**src/mbrd_pkg.sv**
```systemverilog
package mbrd_pkg;

    localparam int unsigned WORD_W = 31;
    localparam int unsigned MUL_W  = 16;
    localparam int unsigned PROD_W = WORD_W + MUL_W;

    localparam logic [WORD_W-1:0] LEHMER_MOD = 31'h7fffffff;
    localparam logic [MUL_W-1:0]  LEHMER_MUL = 16'hbc8f;
    localparam logic [WORD_W-1:0] SPAN       = 31'h7ffffffe;
    localparam logic [WORD_W-1:0] MAX_LIMIT  = 31'h7ffffffd;
    localparam logic [WORD_W-1:0] COIN_LIMIT = 31'd1000000;
    localparam logic [WORD_W-1:0] COIN_DIVISOR = WORD_W'(SPAN / (COIN_LIMIT + 31'd1));

    // operation codes carried in s_tuser
    localparam logic [1:0] OP_SEED = 2'd0;
    localparam logic [1:0] OP_DRAW = 2'd1;
    localparam logic [1:0] OP_COIN = 2'd2;

    typedef enum logic [3:0] {
        ST_IDLE,
        ST_DECODE,
        ST_DIVD_WAIT,
        ST_MUL,
        ST_REDUCE,
        ST_QSTART,
        ST_QWAIT,
        ST_OUT
    } state_t;

    typedef struct packed {
        logic load_item;
        logic seed_load;
        logic clear_value;
        logic div_start;
        logic div_sel_quot;
        logic latch_divisor;
        logic divisor_coin;
        logic mul;
        logic reduce;
        logic latch_q;
        logic out_write;
    } dp_cmd_t;

    typedef struct packed {
        logic [1:0] op;
        logic       limit_zero;
        logic       div_done;
        logic       q_over;
    } dp_stat_t;

endpackage

```
**src/mbrd_div.sv**
```systemverilog
module mbrd_div (
    input  logic                          aclk,
    input  logic                          aresetn,
    input  logic                          start,
    input  logic [mbrd_pkg::WORD_W-1:0]   dividend,
    input  logic [mbrd_pkg::WORD_W-1:0]   divisor,
    output logic                          done,
    output logic [mbrd_pkg::WORD_W-1:0]   quotient
);

    localparam int unsigned W = mbrd_pkg::WORD_W;
    localparam int unsigned CNT_W = $clog2(W);

    logic             busy_reg, busy_next;
    logic             done_reg, done_next;
    logic [CNT_W-1:0] cnt_reg, cnt_next;
    logic [W-1:0]     rem_reg, rem_next;
    logic [W-1:0]     quo_reg, quo_next;
    logic [W-1:0]     dsr_reg, dsr_next;

    logic [W:0] trial;
    logic [W:0] diff;
    logic       fits;

    // restoring division, one quotient bit per cycle
    always_comb begin
        trial = {rem_reg, quo_reg[W-1]};
        diff  = trial - {1'b0, dsr_reg};
        fits  = (trial >= {1'b0, dsr_reg});

        busy_next = busy_reg;
        done_next = 1'b0;
        cnt_next  = cnt_reg;
        rem_next  = rem_reg;
        quo_next  = quo_reg;
        dsr_next  = dsr_reg;

        if (start) begin
            busy_next = 1'b1;
            cnt_next  = '0;
            rem_next  = '0;
            quo_next  = dividend;
            dsr_next  = divisor;
        end else if (busy_reg) begin
            rem_next = fits ? diff[W-1:0] : trial[W-1:0];
            quo_next = {quo_reg[W-2:0], fits};
            cnt_next = cnt_reg + CNT_W'(1);
            if (cnt_reg == CNT_W'(W - 1)) begin
                busy_next = 1'b0;
                done_next = 1'b1;
            end
        end
    end

    always_ff @(posedge aclk) begin
        if (!aresetn) begin
            busy_reg <= 1'b0;
            done_reg <= 1'b0;
            cnt_reg  <= '0;
        end else begin
            busy_reg <= busy_next;
            done_reg <= done_next;
            cnt_reg  <= cnt_next;
        end
        rem_reg <= rem_next;
        quo_reg <= quo_next;
        dsr_reg <= dsr_next;
    end

    assign done     = done_reg;
    assign quotient = quo_reg;

`ifndef SYNTHESIS
    a_done_after_busy: assert property (@(posedge aclk) disable iff (!aresetn)
        done_reg |-> !busy_reg && $past(busy_reg))
        else $error("divider done without a running division");
    a_start_idle: assert property (@(posedge aclk) disable iff (!aresetn)
        start |-> !busy_reg)
        else $error("divider restarted while busy");
    a_busy_count: assert property (@(posedge aclk) disable iff (!aresetn)
        (start && !busy_reg) |=> busy_reg && (cnt_reg == '0))
        else $error("divider did not begin its count");
`endif

endmodule

```
**src/mbrd_dpath.sv**
```systemverilog
module mbrd_dpath (
    input  logic                          aclk,
    input  logic                          aresetn,
    input  logic [1:0]                    in_opcode,
    input  logic [31:0]                   in_seed_value,
    input  logic [mbrd_pkg::WORD_W-1:0]   in_draw_limit,
    input  logic [19:0]                   in_threshold_ppm,
    input  mbrd_pkg::dp_cmd_t             cmd,
    output mbrd_pkg::dp_stat_t            stat,
    output logic [mbrd_pkg::WORD_W-1:0]   out_value,
    output logic                          out_hit
);

    localparam int unsigned W = mbrd_pkg::WORD_W;
    localparam int unsigned P = mbrd_pkg::PROD_W;

    logic [1:0]   op_reg;
    logic [31:0]  seed_reg;
    logic [W-1:0] limit_reg;
    logic [19:0]  thr_reg;
    logic [W-1:0] state_reg, state_next;
    logic [W-1:0] divisor_reg;
    logic [P-1:0] prod_reg;
    logic [W-1:0] value_reg;
    logic [W-1:0] out_value_reg;
    logic         out_hit_reg;

    logic [W-1:0] limit_sat;
    logic [W:0]   seed_sum;
    logic [W:0]   seed_red;
    logic [W:0]   prod_sum;
    logic [W:0]   prod_red;
    logic [W-1:0] div_dividend;
    logic [W-1:0] div_divisor;
    logic         div_done;
    logic [W-1:0] div_quo;

    // 2^31 is 1 modulo 2^31-1: fold the high part onto the low part
    always_comb begin
        limit_sat = (in_draw_limit > mbrd_pkg::MAX_LIMIT) ? mbrd_pkg::MAX_LIMIT
                                                          : in_draw_limit;
        seed_sum  = {1'b0, seed_reg[W-1:0]} + (W+1)'(seed_reg[31]);
        seed_red  = (seed_sum >= {1'b0, mbrd_pkg::LEHMER_MOD})
                  ? seed_sum - {1'b0, mbrd_pkg::LEHMER_MOD} : seed_sum;
        prod_sum  = {1'b0, prod_reg[W-1:0]} + (W+1)'(prod_reg[P-1:W]);
        prod_red  = (prod_sum >= {1'b0, mbrd_pkg::LEHMER_MOD})
                  ? prod_sum - {1'b0, mbrd_pkg::LEHMER_MOD} : prod_sum;

        state_next = state_reg;
        if (cmd.seed_load) begin
            state_next = (seed_red[W-1:0] == '0) ? W'(1) : seed_red[W-1:0];
        end else if (cmd.reduce) begin
            state_next = prod_red[W-1:0];
        end

        if (cmd.div_sel_quot) begin
            div_dividend = state_reg - W'(1);
            div_divisor  = divisor_reg;
        end else begin
            div_dividend = mbrd_pkg::SPAN;
            div_divisor  = limit_reg + W'(1);
        end
    end

    mbrd_div u_div (
        .aclk     (aclk),
        .aresetn  (aresetn),
        .start    (cmd.div_start),
        .dividend (div_dividend),
        .divisor  (div_divisor),
        .done     (div_done),
        .quotient (div_quo)
    );

    always_ff @(posedge aclk) begin
        if (!aresetn) begin
            state_reg <= W'(1);
        end else begin
            state_reg <= state_next;
        end
        if (cmd.load_item) begin
            op_reg    <= in_opcode;
            seed_reg  <= in_seed_value;
            thr_reg   <= in_threshold_ppm;
            limit_reg <= (in_opcode == mbrd_pkg::OP_COIN) ? mbrd_pkg::COIN_LIMIT
                                                          : limit_sat;
        end
        if (cmd.latch_divisor) begin
            divisor_reg <= div_quo;
        end else if (cmd.divisor_coin) begin
            divisor_reg <= mbrd_pkg::COIN_DIVISOR;
        end
        if (cmd.mul) begin
            prod_reg <= P'(state_reg) * P'(mbrd_pkg::LEHMER_MUL);
        end
        if (cmd.clear_value) begin
            value_reg <= '0;
        end else if (cmd.latch_q) begin
            value_reg <= div_quo;
        end
        if (cmd.out_write) begin
            out_value_reg <= value_reg;
            out_hit_reg   <= (op_reg == mbrd_pkg::OP_COIN)
                          && (value_reg <= W'(thr_reg));
        end
    end

    always_comb begin
        stat.op         = op_reg;
        stat.limit_zero = (limit_reg == '0);
        stat.div_done   = div_done;
        stat.q_over     = (div_quo > limit_reg);
    end

    assign out_value = out_value_reg;
    assign out_hit   = out_hit_reg;

`ifndef SYNTHESIS
    a_state_range: assert property (@(posedge aclk) disable iff (!aresetn)
        (state_reg != '0) && (state_reg != mbrd_pkg::LEHMER_MOD))
        else $error("generator state left 1 .. 2^31-2");
    a_divisor_nonzero: assert property (@(posedge aclk) disable iff (!aresetn)
        (cmd.div_start && cmd.div_sel_quot) |-> (divisor_reg != '0))
        else $error("quotient division started with zero divisor");
    a_accept_in_range: assert property (@(posedge aclk) disable iff (!aresetn)
        cmd.latch_q |-> !stat.q_over && div_done)
        else $error("draw accepted above its limit");
`endif

endmodule

```
**src/mbrd_ctrl.sv**
```systemverilog
module mbrd_ctrl (
    input  logic                  aclk,
    input  logic                  aresetn,
    input  logic                  s_tvalid,
    output logic                  s_tready,
    output logic                  m_tvalid,
    input  logic                  m_tready,
    input  mbrd_pkg::dp_stat_t    stat,
    output mbrd_pkg::dp_cmd_t     cmd
);

    mbrd_pkg::state_t state_reg, state_next;
    logic             out_valid_reg, out_valid_next;
    logic             out_free;

    assign out_free = !out_valid_reg || m_tready;

    always_comb begin
        state_next = state_reg;
        case (state_reg)
            mbrd_pkg::ST_IDLE: begin
                if (s_tvalid) state_next = mbrd_pkg::ST_DECODE;
            end
            mbrd_pkg::ST_DECODE: begin
                if (stat.op == mbrd_pkg::OP_DRAW && !stat.limit_zero) begin
                    state_next = mbrd_pkg::ST_DIVD_WAIT;
                end else if (stat.op == mbrd_pkg::OP_COIN) begin
                    state_next = mbrd_pkg::ST_MUL;
                end else begin
                    state_next = mbrd_pkg::ST_OUT;
                end
            end
            mbrd_pkg::ST_DIVD_WAIT: begin
                if (stat.div_done) state_next = mbrd_pkg::ST_MUL;
            end
            mbrd_pkg::ST_MUL:    state_next = mbrd_pkg::ST_REDUCE;
            mbrd_pkg::ST_REDUCE: state_next = mbrd_pkg::ST_QSTART;
            mbrd_pkg::ST_QSTART: state_next = mbrd_pkg::ST_QWAIT;
            mbrd_pkg::ST_QWAIT: begin
                // redraw on reject
                if (stat.div_done) begin
                    state_next = stat.q_over ? mbrd_pkg::ST_MUL : mbrd_pkg::ST_OUT;
                end
            end
            mbrd_pkg::ST_OUT: begin
                if (out_free) state_next = mbrd_pkg::ST_IDLE;
            end
            default: state_next = mbrd_pkg::ST_IDLE;
        endcase
    end

    always_comb begin
        cmd      = '0;
        s_tready = 1'b0;
        case (state_reg)
            mbrd_pkg::ST_IDLE: begin
                s_tready      = 1'b1;
                cmd.load_item = s_tvalid;
            end
            mbrd_pkg::ST_DECODE: begin
                if (stat.op == mbrd_pkg::OP_SEED) begin
                    cmd.seed_load   = 1'b1;
                    cmd.clear_value = 1'b1;
                end else if (stat.op == mbrd_pkg::OP_DRAW && !stat.limit_zero) begin
                    cmd.div_start = 1'b1;
                end else if (stat.op == mbrd_pkg::OP_COIN) begin
                    cmd.divisor_coin = 1'b1;
                end else begin
                    cmd.clear_value = 1'b1;
                end
            end
            mbrd_pkg::ST_DIVD_WAIT: cmd.latch_divisor = stat.div_done;
            mbrd_pkg::ST_MUL:       cmd.mul = 1'b1;
            mbrd_pkg::ST_REDUCE:    cmd.reduce = 1'b1;
            mbrd_pkg::ST_QSTART: begin
                cmd.div_start    = 1'b1;
                cmd.div_sel_quot = 1'b1;
            end
            mbrd_pkg::ST_QWAIT: begin
                cmd.div_sel_quot = 1'b1;
                cmd.latch_q      = stat.div_done && !stat.q_over;
            end
            mbrd_pkg::ST_OUT: cmd.out_write = out_free;
            default: ;
        endcase
    end

    always_comb begin
        out_valid_next = out_valid_reg;
        if (cmd.out_write) begin
            out_valid_next = 1'b1;
        end else if (m_tready) begin
            out_valid_next = 1'b0;
        end
    end

    always_ff @(posedge aclk) begin
        if (!aresetn) begin
            state_reg     <= mbrd_pkg::ST_IDLE;
            out_valid_reg <= 1'b0;
        end else begin
            state_reg     <= state_next;
            out_valid_reg <= out_valid_next;
        end
    end

    assign m_tvalid = out_valid_reg;

`ifndef SYNTHESIS
    a_write_free: assert property (@(posedge aclk) disable iff (!aresetn)
        cmd.out_write |-> (!out_valid_reg || m_tready))
        else $error("result overwrote a beat not yet taken");
    a_accept_decode: assert property (@(posedge aclk) disable iff (!aresetn)
        (s_tvalid && s_tready) |=> (state_reg == mbrd_pkg::ST_DECODE))
        else $error("accepted beat not decoded");
    a_done_waiting: assert property (@(posedge aclk) disable iff (!aresetn)
        stat.div_done |-> (state_reg == mbrd_pkg::ST_DIVD_WAIT
                           || state_reg == mbrd_pkg::ST_QWAIT))
        else $error("division finished outside a wait state");
    a_write_valid: assert property (@(posedge aclk) disable iff (!aresetn)
        cmd.out_write |=> m_tvalid)
        else $error("result written but not presented");
`endif

endmodule

```
**src/minstd_bounded_random_draw.sv**
```systemverilog
// channel  | valid/ready          | tdata (low bit up)                       | tuser
// input    | s_tvalid / s_tready  | seed_value 32, draw_limit 31,            | opcode 2
//          |                      | threshold_ppm 20, pad 5                  |
// result   | m_tvalid / m_tready  | drawn_value 31, coin_hit 1               | -
//
// Seed, zero-limit draw and unused opcode: take, decode, output.
// Integer draw: take, decode and the divisor division, then attempts until one is accepted;
// coin draw skips the divisor division and uses a fixed divisor. Each attempt is the 31x16
// multiply and fold, then a quotient on the shared one-bit-per-cycle divider (31 steps).
// One item at a time; a new beat is taken once the previous result is in the
// output register, even if that beat is still waiting on m_tready.
// aresetn (synchronous) sets the generator state to 1 and empties the output.
module minstd_bounded_random_draw (
    input  logic        aclk,
    input  logic        aresetn,
    input  logic        s_tvalid,
    output logic        s_tready,
    input  logic [87:0] s_tdata,  // seed_value, draw_limit, threshold_ppm, zero pad
    input  logic [1:0]  s_tuser,  // opcode
    output logic        m_tvalid,
    input  logic        m_tready,
    output logic [31:0] m_tdata   // drawn_value, coin_hit
);

    mbrd_pkg::dp_cmd_t  cmd;
    mbrd_pkg::dp_stat_t stat;
    logic [mbrd_pkg::WORD_W-1:0] out_value;
    logic                        out_hit;

    mbrd_ctrl u_ctrl (
        .aclk     (aclk),
        .aresetn  (aresetn),
        .s_tvalid (s_tvalid),
        .s_tready (s_tready),
        .m_tvalid (m_tvalid),
        .m_tready (m_tready),
        .stat     (stat),
        .cmd      (cmd)
    );

    mbrd_dpath u_dpath (
        .aclk             (aclk),
        .aresetn          (aresetn),
        .in_opcode        (s_tuser),
        .in_seed_value    (s_tdata[31:0]),
        .in_draw_limit    (s_tdata[62:32]),
        .in_threshold_ppm (s_tdata[82:63]),
        .cmd              (cmd),
        .stat             (stat),
        .out_value        (out_value),
        .out_hit          (out_hit)
    );

    assign m_tdata = {out_hit, out_value};

endmodule
```
**config.mk**
```make
export PLATFORM = sky130hd
export DESIGN_NAME = minstd_bounded_random_draw
export DESIGN_NICKNAME = d
export VERILOG_FILES = /design/src/mbrd_pkg.sv /design/src/mbrd_div.sv /design/src/mbrd_dpath.sv /design/src/mbrd_ctrl.sv /design/src/minstd_bounded_random_draw.sv
export SDC_FILE = /design/constraint.sdc
export NUM_CORES = 1
export LEC_CHECK = 0
export BUFFER_PORTS_ARGS = -buffer_cell sky130_fd_sc_hd__buf_4
export CORE_MARGIN = 5
export CORE_UTILIZATION = 45
export DETAILED_ROUTE_END_ITERATION = 8
export PLACE_DENSITY_LB_ADDON = 0.3
export SYNTH_ARGS = -nofsm -noshare
export SYNTH_HDL_FRONTEND = slang
export SYNTH_SLANG_ARGS = --single-unit
```
**constraint.sdc**
```tcl
create_clock -name aclk -period 8.1 [get_ports aclk]
set_clock_uncertainty 0.2 [all_clocks]
set_input_delay 0.405 -clock aclk [delete_from_list [all_inputs] [get_ports aclk]]
set_output_delay 0.405 -clock aclk [all_outputs]
set_load 0.02 [all_outputs]
```
# After elaboration in Yosys (flattened, before gate mapping)
# Index checks and enable logic that the tools add are counted.
[totals] output_inout_bits=34 register_bits=362 inputBits=94
[classes] order_cmp=6 n_mul=1 add_sub_neg=8 eq_ne=15 mux=47 n_bitwise=2 reduce_logical=20
[op_table] cell="$mux 31" count=13
[op_table] cell="$ge 32x31->1 const B" count=2
[op_table] cell="$logic_not 31->1" count=2
[op_table] cell="$sub 31x31->31 const B" count=2
[op_table] cell="$mul 31x16->47 const B" count=1
[op_table] cell="$add 31x1->32" count=1
[op_table] cell="$add 31x16->32" count=1
[op_table] cell="$ge 32x31->1" count=1
[op_table] cell="$pmux 4 s8" count=1
[op_table] cell="$add 31x1->31 const B" count=1
[op_table] cell="$gt 31x31->1" count=1
[op_table] cell="$gt 31x31->1 const B" count=1
[op_table] cell="$le 31x20->1" count=1
[op_table] cell="$sub 31x1->31 const B" count=1
[op_table] cell="$sub 31x31->31" count=1
[op_table] cell="$mux 1" count=24
[op_table] cell="$mux 4" count=5
[op_table] cell="$eq 4x3->1 const B" count=4
[op_table] cell="$eq 4x2->1 const B" count=2
[op_table] cell="$reduce_bool 2->1" count=4
[op_table] cell="$mux 3" count=2
[op_table] cell="$ne 2x1->1 const B" count=3
[op_table] cell="$reduce_or 2->1" count=3
[op_table] cell="$add 5x1->5 const B" count=1
[op_table] cell="other kinds (15)" count=21

# Longest topological paths before layout
# Gate-level depths: netlist of the first run.
[logic_depth] word_depth=8 depth_mapped=24 depth_no_buf=24

# Modules after synthesis
# A second synthesis of the first run with hierarchy kept.
[unflattened] cells_unflattened=3027 hier_area_um2=30076.3
[by_module_without_submodules] mod="mbrd_dpath" area_each_um2=23910.4 n_inst=1 cells_each=2398
[by_module_without_submodules] mod="mbrd_div" area_each_um2=5786.8 n_inst=1 cells_each=578
[by_module_without_submodules] mod="mbrd_ctrl" area_each_um2=371.6 n_inst=1 cells_each=50
[by_module_without_submodules] mod="minstd_bounded_random_draw" area_each_um2=7.5 n_inst=1 cells_each=1

# Worst setup path after synthesis of the first run
# No wires, ideal clock.
[synth_path] path_kind="reg-to-reg" startpoint="register u_dpath.state_reg[9]" endpoint="register u_dpath.prod_reg[46] (data pin)" arrival_ps=6124 stages_incl_launch_ff=23 path_buffers=0 required_ps=7640 slack_ps=1516 path_cell_list="dfxtp_1 -> inv_1 -> fa_1 -> inv_1 -> fa_1 -> fa_1 -> fa_1 -> fa_1 -> inv_1 -> fa_1 -> inv_1 -> ha_1 -> a21o_1 -> a21o_1 -> a21oi_1 -> o311ai_0 -> o21ai_0 -> a21oi_1 -> a21o_1 -> o31a_1 -> a221o_1 -> a21oi_1 -> xnor2_1"
[synth_between] elab_chain_len=1
[synth_rtl] element="from (decl)" line_no="mbrd_dpath.sv:21" rtl="logic [W-1:0] state_reg, state_next;"
[synth_rtl] element="from (signal assigned)" line_no="mbrd_dpath.sv:79" rtl="state_reg <= state_next;"
[synth_rtl] element="$mul 31x16->47" line_no="mbrd_dpath.sv:94" rtl="prod_reg <= P'(state_reg) * P'(mbrd_pkg::LEHMER_MUL);"
[synth_rtl] element="to (signal assigned)" line_no="mbrd_dpath.sv:94"
[synth_rtl] element="to (decl)" line_no="mbrd_dpath.sv:23" rtl="logic [P-1:0] prod_reg;"
# No other way between the ends.
# A chain may end at the register's enable or synchronous reset.

# Worst setup path in the final report of the first run
[layout_path] startpoint="register u_dpath.state_reg[6]" endpoint="register u_dpath.prod_reg[45] (data pin)"
# The elaborated chain is that of the path after synthesis.

==> flow_summary_export.csv, run 1 <==
group,metric,value,unit
timing,slew_viol_final,0,
global_routing,grt_max_degree,71,
critical_path,r2r_cells,21,
timing,setup_ws,781,ps
floorplanning,die_y,267,µm
layout,nNetsFinal,3845,
synth,netlist_instances,3038,
critical_path,crit_type,"register to register",
timing,finalSetupViolations,0,
layout,final_core_util,0.518,
clock_network,cts_buffers,42,
timing,rsz0062_at_grt,"no",
timing,slew_headroom,0.237,
routing,drtAntennaViolNets,0,
clock_network,cts-root-buf,"clkbuf_16",
layout,area_delta_synth_final,14.3,%
routing,wl_per_cell,20.0,µm
timing,setup_tns,0,ps
floorplanning,core_area,65600,µm²
synth,synthDistinctLibCells,88,
placed_design,port_buffers,122,
timing,fmax,137,MHz
synth,ys_seq_elements,361,
critical_path,endpoint_kind,"register",
placed_design,dpl_cell_area,31700,µm²
layout,layout-drive-gt1-share,0.0793,
layout,diodes,0,
synth,synth_flop_cell,"edfxtp_1",
global_routing,gr-total-overflow,0,
timing,hold_viol_final,0,
placed_design,dp_hpwl,64800,µm
worst_hold_path,hold_start,"s_tdata[32]",
clock_network,tritoncts,"yes",
critical_path,r2r-end,"u_dpath.prod_reg[45]",
floorplanning,design.die.area,71300,µm²
timing,fin_hold_ws,67.4,ps
placed_design,dp_slack,814,ps
clock_network,cts_sinks,361,
synth,synth_edf_count,257,
synth,ys_seq_area_frac,0.330,
critical_path,start_kind,"register",
routing,drc,0,
synth,ys_async_sr_fraction,0,
clock_network,cts-resized-gates,0,
critical_path,arrival,7430,ps
routing,vias_per_cell,5.53,
global_routing,first_global_vias,22400,
floorplanning,rows,94,
placed_design,gp_congestion,0.981,
status,status,"finished, final reports clean",
synth,synth_simple_gate_area_frac,0.142,
critical_path,ff2ff_setup_slack,780,ps
pwr,p_leak,14.8,nW
worst_hold_path,min_to,"u_dpath.limit_reg[0]",
pwr,power.density,472,nW/µm²
critical_path,startpoint,"u_dpath.state_reg[6]",
clock_network,clk_pin_slew,60,ps
floorplanning,initial_utilization,0.453,
synth,synth_compound_area_frac,0.134,
critical_path,reg2reg_from,"u_dpath.state_reg[6]",
critical_path,path_max_fanout,9,
synth,muxShareOfSynthArea,0.00980,
synth,synth_xor_xnor_area_share,0.0569,
critical_path,worstPathRequired,8210,ps
clock_network,htree_num_levels,2,
global_routing,grt_usage,0.227,
clock_network,clock_latency,570,ps
synth,synthesis.nets,3650,
routing,routed_wl,82600,µm
routing,dr.pass1.iters,6,
synth,ys.warnings.count,0,
timing,min_period,7320,ps
clock_network,cts_buffer_depth,3,
worst_hold_path,holdCritPathClass,"input pin to register",
synth,synth_adder_area_share,0.266,
routing,num_vias,22900,
floorplanning,top_level_ports,128,
timing,post-route-period-util,0.904,
synth,yosysMostFrequentCell,"inv_1",
worst_hold_path,min_path_cells,3,
timing,worst_pin_slew,1130,ps
pwr,peakVddDrop,0.614,mV
routing,drt_iter0_drc,1755,
synth,syn_area,29700,µm²
global_routing,grt_antenna_before_repair,0,
layout,final_area,34000,µm²
synth,yosys-top-cells-area,"edfxtp_1 (26%), ha_1 (14%), fa_1 (13%)",
synth,synth.avg_cell_area,9.79,µm²
synth,netlist_top_cells_count,"inv_1 (402), ha_1 (329), edfxtp_1 (257)",
layout,largest_reg_flops,47,
synth,synth_top_family_by_area,"adder cells",
synth,synth_top_area_cell,"edfxtp_1",
synth,synthDominantCellAreaShare,0.260,
floorplanning,die_width,267,µm
job,cap_violations,0,
global_routing,grt_pass1_wl,128000,µm
==> repair_timing <==
action | in CTS | in global routing
endpoints found under the hold margin | 85 | 0
buffers inserted | 0 | 0
hold buffers | 85 | 0
setup endpoints to repair | 0 | 0
==> power by group <==
part,total [W],switching [W],internal [W]
Combinational,0.0108,0.00654,0.00429
Clock,0.00201,0.000792,0.00121
Sequential,0.00321,0.000472,0.00274
==> final cells by class <==
class                      instances  area (µm²)
inverter                         402        1510
clock buffer                      49        1120
timing repair buffer             240        2010
sequential                       361        9800
tap                              864        1080
clock inverter                    27         327
multi-input combinational       2186       18100
fill                            6023       31600
==> kinds of logic after synthesis <==
logic type | count (synthesis)
buf+inv | 491
fa+ha+maj | 518
mux | 29
xor+xnor | 193
flops | 361
simple gates | 837
compound gates | 609
==> worst max path at each step <==
stage                                       to  slack [ps]
after global routing      u_dpath.prod_reg[45]         360
after detailed placement  u_dpath.prod_reg[45]         810
after floorplan           u_dpath.prod_reg[46]        1520
final                     u_dpath.prod_reg[45]         780
after global placement    u_dpath.prod_reg[46]         900
after CTS                 u_dpath.prod_reg[45]         780
==> cell usage in the layout, fill, tap and decap left out, drive strengths merged, types with 9 or more instances in the layout <==
| cell type | n |
|---|---|
| a2111oi | 21 |
| a211oi | 47 |
| a21boi | 10 |
| a21o | 58 |
| a21oi | 184 |
| a31oi | 25 |
| and2 | 68 |
| and3 | 31 |
| and4 | 11 |
| buf | 155 |
| clkbuf | 49 |
| clkinv | 14 |
| dfxtp | 104 |
| dlygate4sd3 | 85 |
| edfxtp | 257 |
| fa | 189 |
| ha | 329 |
| inv | 403 |
| mux2i | 28 |
| nand2 | 174 |
| nand2b | 33 |
| nand3 | 96 |
| nand4 | 54 |
| nand4b | 11 |
| nor2 | 205 |
| nor2b | 27 |
| nor3 | 56 |
| nor4 | 29 |
| o211ai | 23 |
| o21a | 26 |
| o21ai | 117 |
| o21bai | 11 |
| o22ai | 12 |
| or2 | 9 |
| or3 | 16 |
| xnor2 | 146 |
| xor2 | 47 |
==> worst max-delay path, stage by stage, from the launching register on <==
cell and delay, ps:
dfxtp_1 680, inv_1 210, fa_1 530, fa_1 500
inv_1 50, fa_1 510, fa_1 520, fa_1 560
inv_1 60, fa_1 530, inv_1 40, ha_1 400
and3_1 230, nand2_1 60, a2111oi_0 570, o21ai_0 220
a21oi_1 240, o221ai_1 200, nor2_1 260, a21boi_0 180
o21ai_0 230, xor2_1 100
==> per-stage QoR <==
stage	power, W	instances
floorplan	0.0109	3038
CTS	0.0161	4129
global route	0.0176	4129
detailed placement	0.0139	3968
global placement	0.0139	3968
finish	0.0160	4129
==> per-layer routing <==
| metal | vias to the layer above | global-route usage | part of all wire |
|---|---|---|---|
| li1 | 11100 | - | - |
| met1 | 11000 | 0.301 | 0.43 |
| met5 | - | 0 | 0 |
| met2 | 678 | 0.387 | 0.49 |
| met4 | 0 | 0.0702 | 0.035 |
| met3 | 143 | 0.0328 | 0.053 |
Note: power is estimated with default switching activity, not from simulation.
==> run 2: changes to the inputs <==
--- a/config.mk
+++ b/config.mk
@@ -9,7 +9,7 @@
 export CORE_MARGIN = 5
 export CORE_UTILIZATION = 45
 export DETAILED_ROUTE_END_ITERATION = 8
-export PLACE_DENSITY_LB_ADDON = 0.3
+export PLACE_DENSITY_LB_ADDON = 0.2
 export SYNTH_ARGS = -nofsm -noshare
 export SYNTH_HDL_FRONTEND = slang
 export SYNTH_SLANG_ARGS = --single-unit
==> run 2 against run 1 <==
Net effect:
- register-to-register slack lost 260 ps
- non-clock buffer count grew 3
- routed wire length grew 6.7%
- critical endpoint unchanged
- highest routed layer unchanged
==> flow_summary_export.csv, run 2 (same netlist as run 1, synthesis figures left out) <==
group,metric,value,unit
layout,fillers,5880,
layout,final_core_util,0.520,
clock_network,cts-resized-gates,0,
pwr,power.density,475,nW/µm²
critical_path,worstPathRequired,8210,ps
clock_network,cts_buffers,44,
timing,slew_headroom,0.192,
clock_network,cts_sinks,361,
routing,num_vias,23400,
critical_path,path_max_fanout,7,
floorplanning,die_width,267,µm
timing,setup_tns,0,ps
critical_path,reg2reg_from,"u_dpath.state_reg[7]",
clock_network,clock_latency,590,ps
floorplanning,initial_utilization,0.453,
global_routing,first_global_vias,23500,
layout,layout-drive-gt1-share,0.0816,
floorplanning,rows,94,
floorplanning,top_level_ports,128,
floorplanning,core_area,65600,µm²
critical_path,startpoint,"u_dpath.state_reg[7]",
clock_network,cts-root-buf,"clkbuf_16",
layout,final_cell_mix,"inv_1 (402), ha_1 (329), edfxtp_1 (257)",
layout,layout_commonest_cell,"inv_1",
critical_path,cp-endpoint,"u_dpath.prod_reg[45]",
timing,hold_viol_final,0,
worst_hold_path,holdCritPathClass,"input pin to register",
timing,rsz0062_at_grt,"no",
routing,routed_wl,88100,µm
floorplanning,design.die.area,71300,µm²
critical_path,start_kind,"register",
routing,vias_per_cell,5.65,
layout,largest_reg_flops,47,
routing,dr.pass1.iters,9,
placed_design,gp_congestion,0.980,
critical_path,r2r_cells,20,
clock_network,tritoncts,"yes",
pwr,p_leak,14.9,nW
clock_network,clk_pin_slew,60,ps
global_routing,grt_pass1_wl,134000,µm
timing,slew_viol_final,0,
critical_path,crit_type,"register to register",
timing,min_period,7570,ps
critical_path,endpoint_kind,"register",
timing,fmax,132,MHz
placed_design,port_buffers,122,
placed_design,dp_hpwl,69100,µm
global_routing,grt_usage,0.240,
timing,worst_pin_slew,1210,ps
layout,nNetsFinal,3850,
job,cap_violations,0,
routing,drc,0,
status,status,"finished, final reports clean",
timing,fin_hold_ws,101,ps
timing,finalSetupViolations,0,
routing,drtAntennaViolNets,0,
global_routing,grt_antenna_before_repair,3,
floorplanning,die_y,267,µm
global_routing,gr-total-overflow,0,
clock_network,postCtsSetupBuffers,0,
critical_path,arrival,7690,ps
clock_network,htree_num_levels,2,
pwr,peakVddDrop,0.475,mV
clock_network,cts_hold_buf,86,
timing,post-route-period-util,0.935,
critical_path,ff2ff_setup_slack,530,ps
critical_path,r2r-end,"u_dpath.prod_reg[45]",
clock_network,cts_buffer_depth,3,
routing,wl_per_cell,21.3,µm
global_routing,grt_max_degree,86,
layout,area_delta_synth_final,14.7,%
routing,drt_iter0_drc,1705,
[run 2: changes by cell type in the layout (fill, tap and decap cells not counted), moves of 2 or more]
cell	previous run	this run
bufinv_16	7	5
clkbuf_16	43	47
clkbuf_4	0	2
clkinv_1	6	1
clkinvlp_4	5	2
inv_16	0	2
clkbuf_1	4	9
buf_4	155	157
[run 2: worst min-delay path by stage]
| stage | endpoint | cells past startpoint | start |
|---|---|---|---|
| after floorplan | u_dpath.out_value[0] | 0 | u_dpath.value_reg[0] |
| after global placement | u_dpath.out_value[27] | 0 | u_dpath.value_reg[27] |
| after detailed placement | u_dpath.out_value[27] | 0 | u_dpath.value_reg[27] |
| after CTS | u_dpath.state_reg[0] | 2 | aresetn |
| after global routing | u_dpath.state_reg[0] | 2 | aresetn |
| final | u_dpath.state_reg[0] | 2 | aresetn |
[run 2: critical path: stages, from the launching register on]
cell	delay, ps
dfxtp_1	660
inv_1	280
fa_1	590
inv_1	70
fa_1	470
fa_1	510
fa_1	530
fa_1	550
inv_1	60
fa_1	540
inv_1	40
ha_1	370
nand2_1	110
a2111oi_0	710
o21ai_0	330
a21oi_1	280
o221ai_1	200
nor2_1	280
a21boi_0	200
o21ai_0	240
xor2_1	100
[run 2: layout make-up]
class / count / area (µm²) / area share
multi-input cells: 2186 / 18100 / 0.532
flip-flops and latches: 361 / 9800 / 0.287
repair buffers: 243 / 2040 / 0.0598
inverters: 402 / 1510 / 0.0442
clock buffers: 61 / 1270 / 0.0371
well taps: 864 / 1080 / 0.0317
clock inverters: 21 / 283 / 0.00829
diodes: 1 / 2.50 / 0.0000734
[run 2: per-layer routing]
metal | wire (µm) | GRT usage | vias up
li1 | - | - | 11100
met1 | 37200 | 0.311 | 11500
met2 | 43700 | 0.422 | 662
met3 | 3940 | 0.0263 | 150
met4 | 3320 | 0.0810 | 0
met5 | 0 | 0 | -
[run 2: through the flow]
stage / instance area, µm² / cells / power (W) / setup slack, ps
global route: 34100 / 4138 / 0.0177 / 182
finish: 34100 / 4139 / 0.0162 / 526
detailed placement: 31700 / 3970 / 0.0140 / 651
CTS: 34100 / 4138 / 0.0163 / 585
floorplan: 29700 / 3038 / 0.0109 / 1520
global placement: 31700 / 3970 / 0.0139 / 787
[run 2: report_power, final]
part           internal (W)  switching, W
clock network       0.00127      0.000841
registers           0.00274      0.000443
logic               0.00427       0.00665
total               0.00828       0.00793
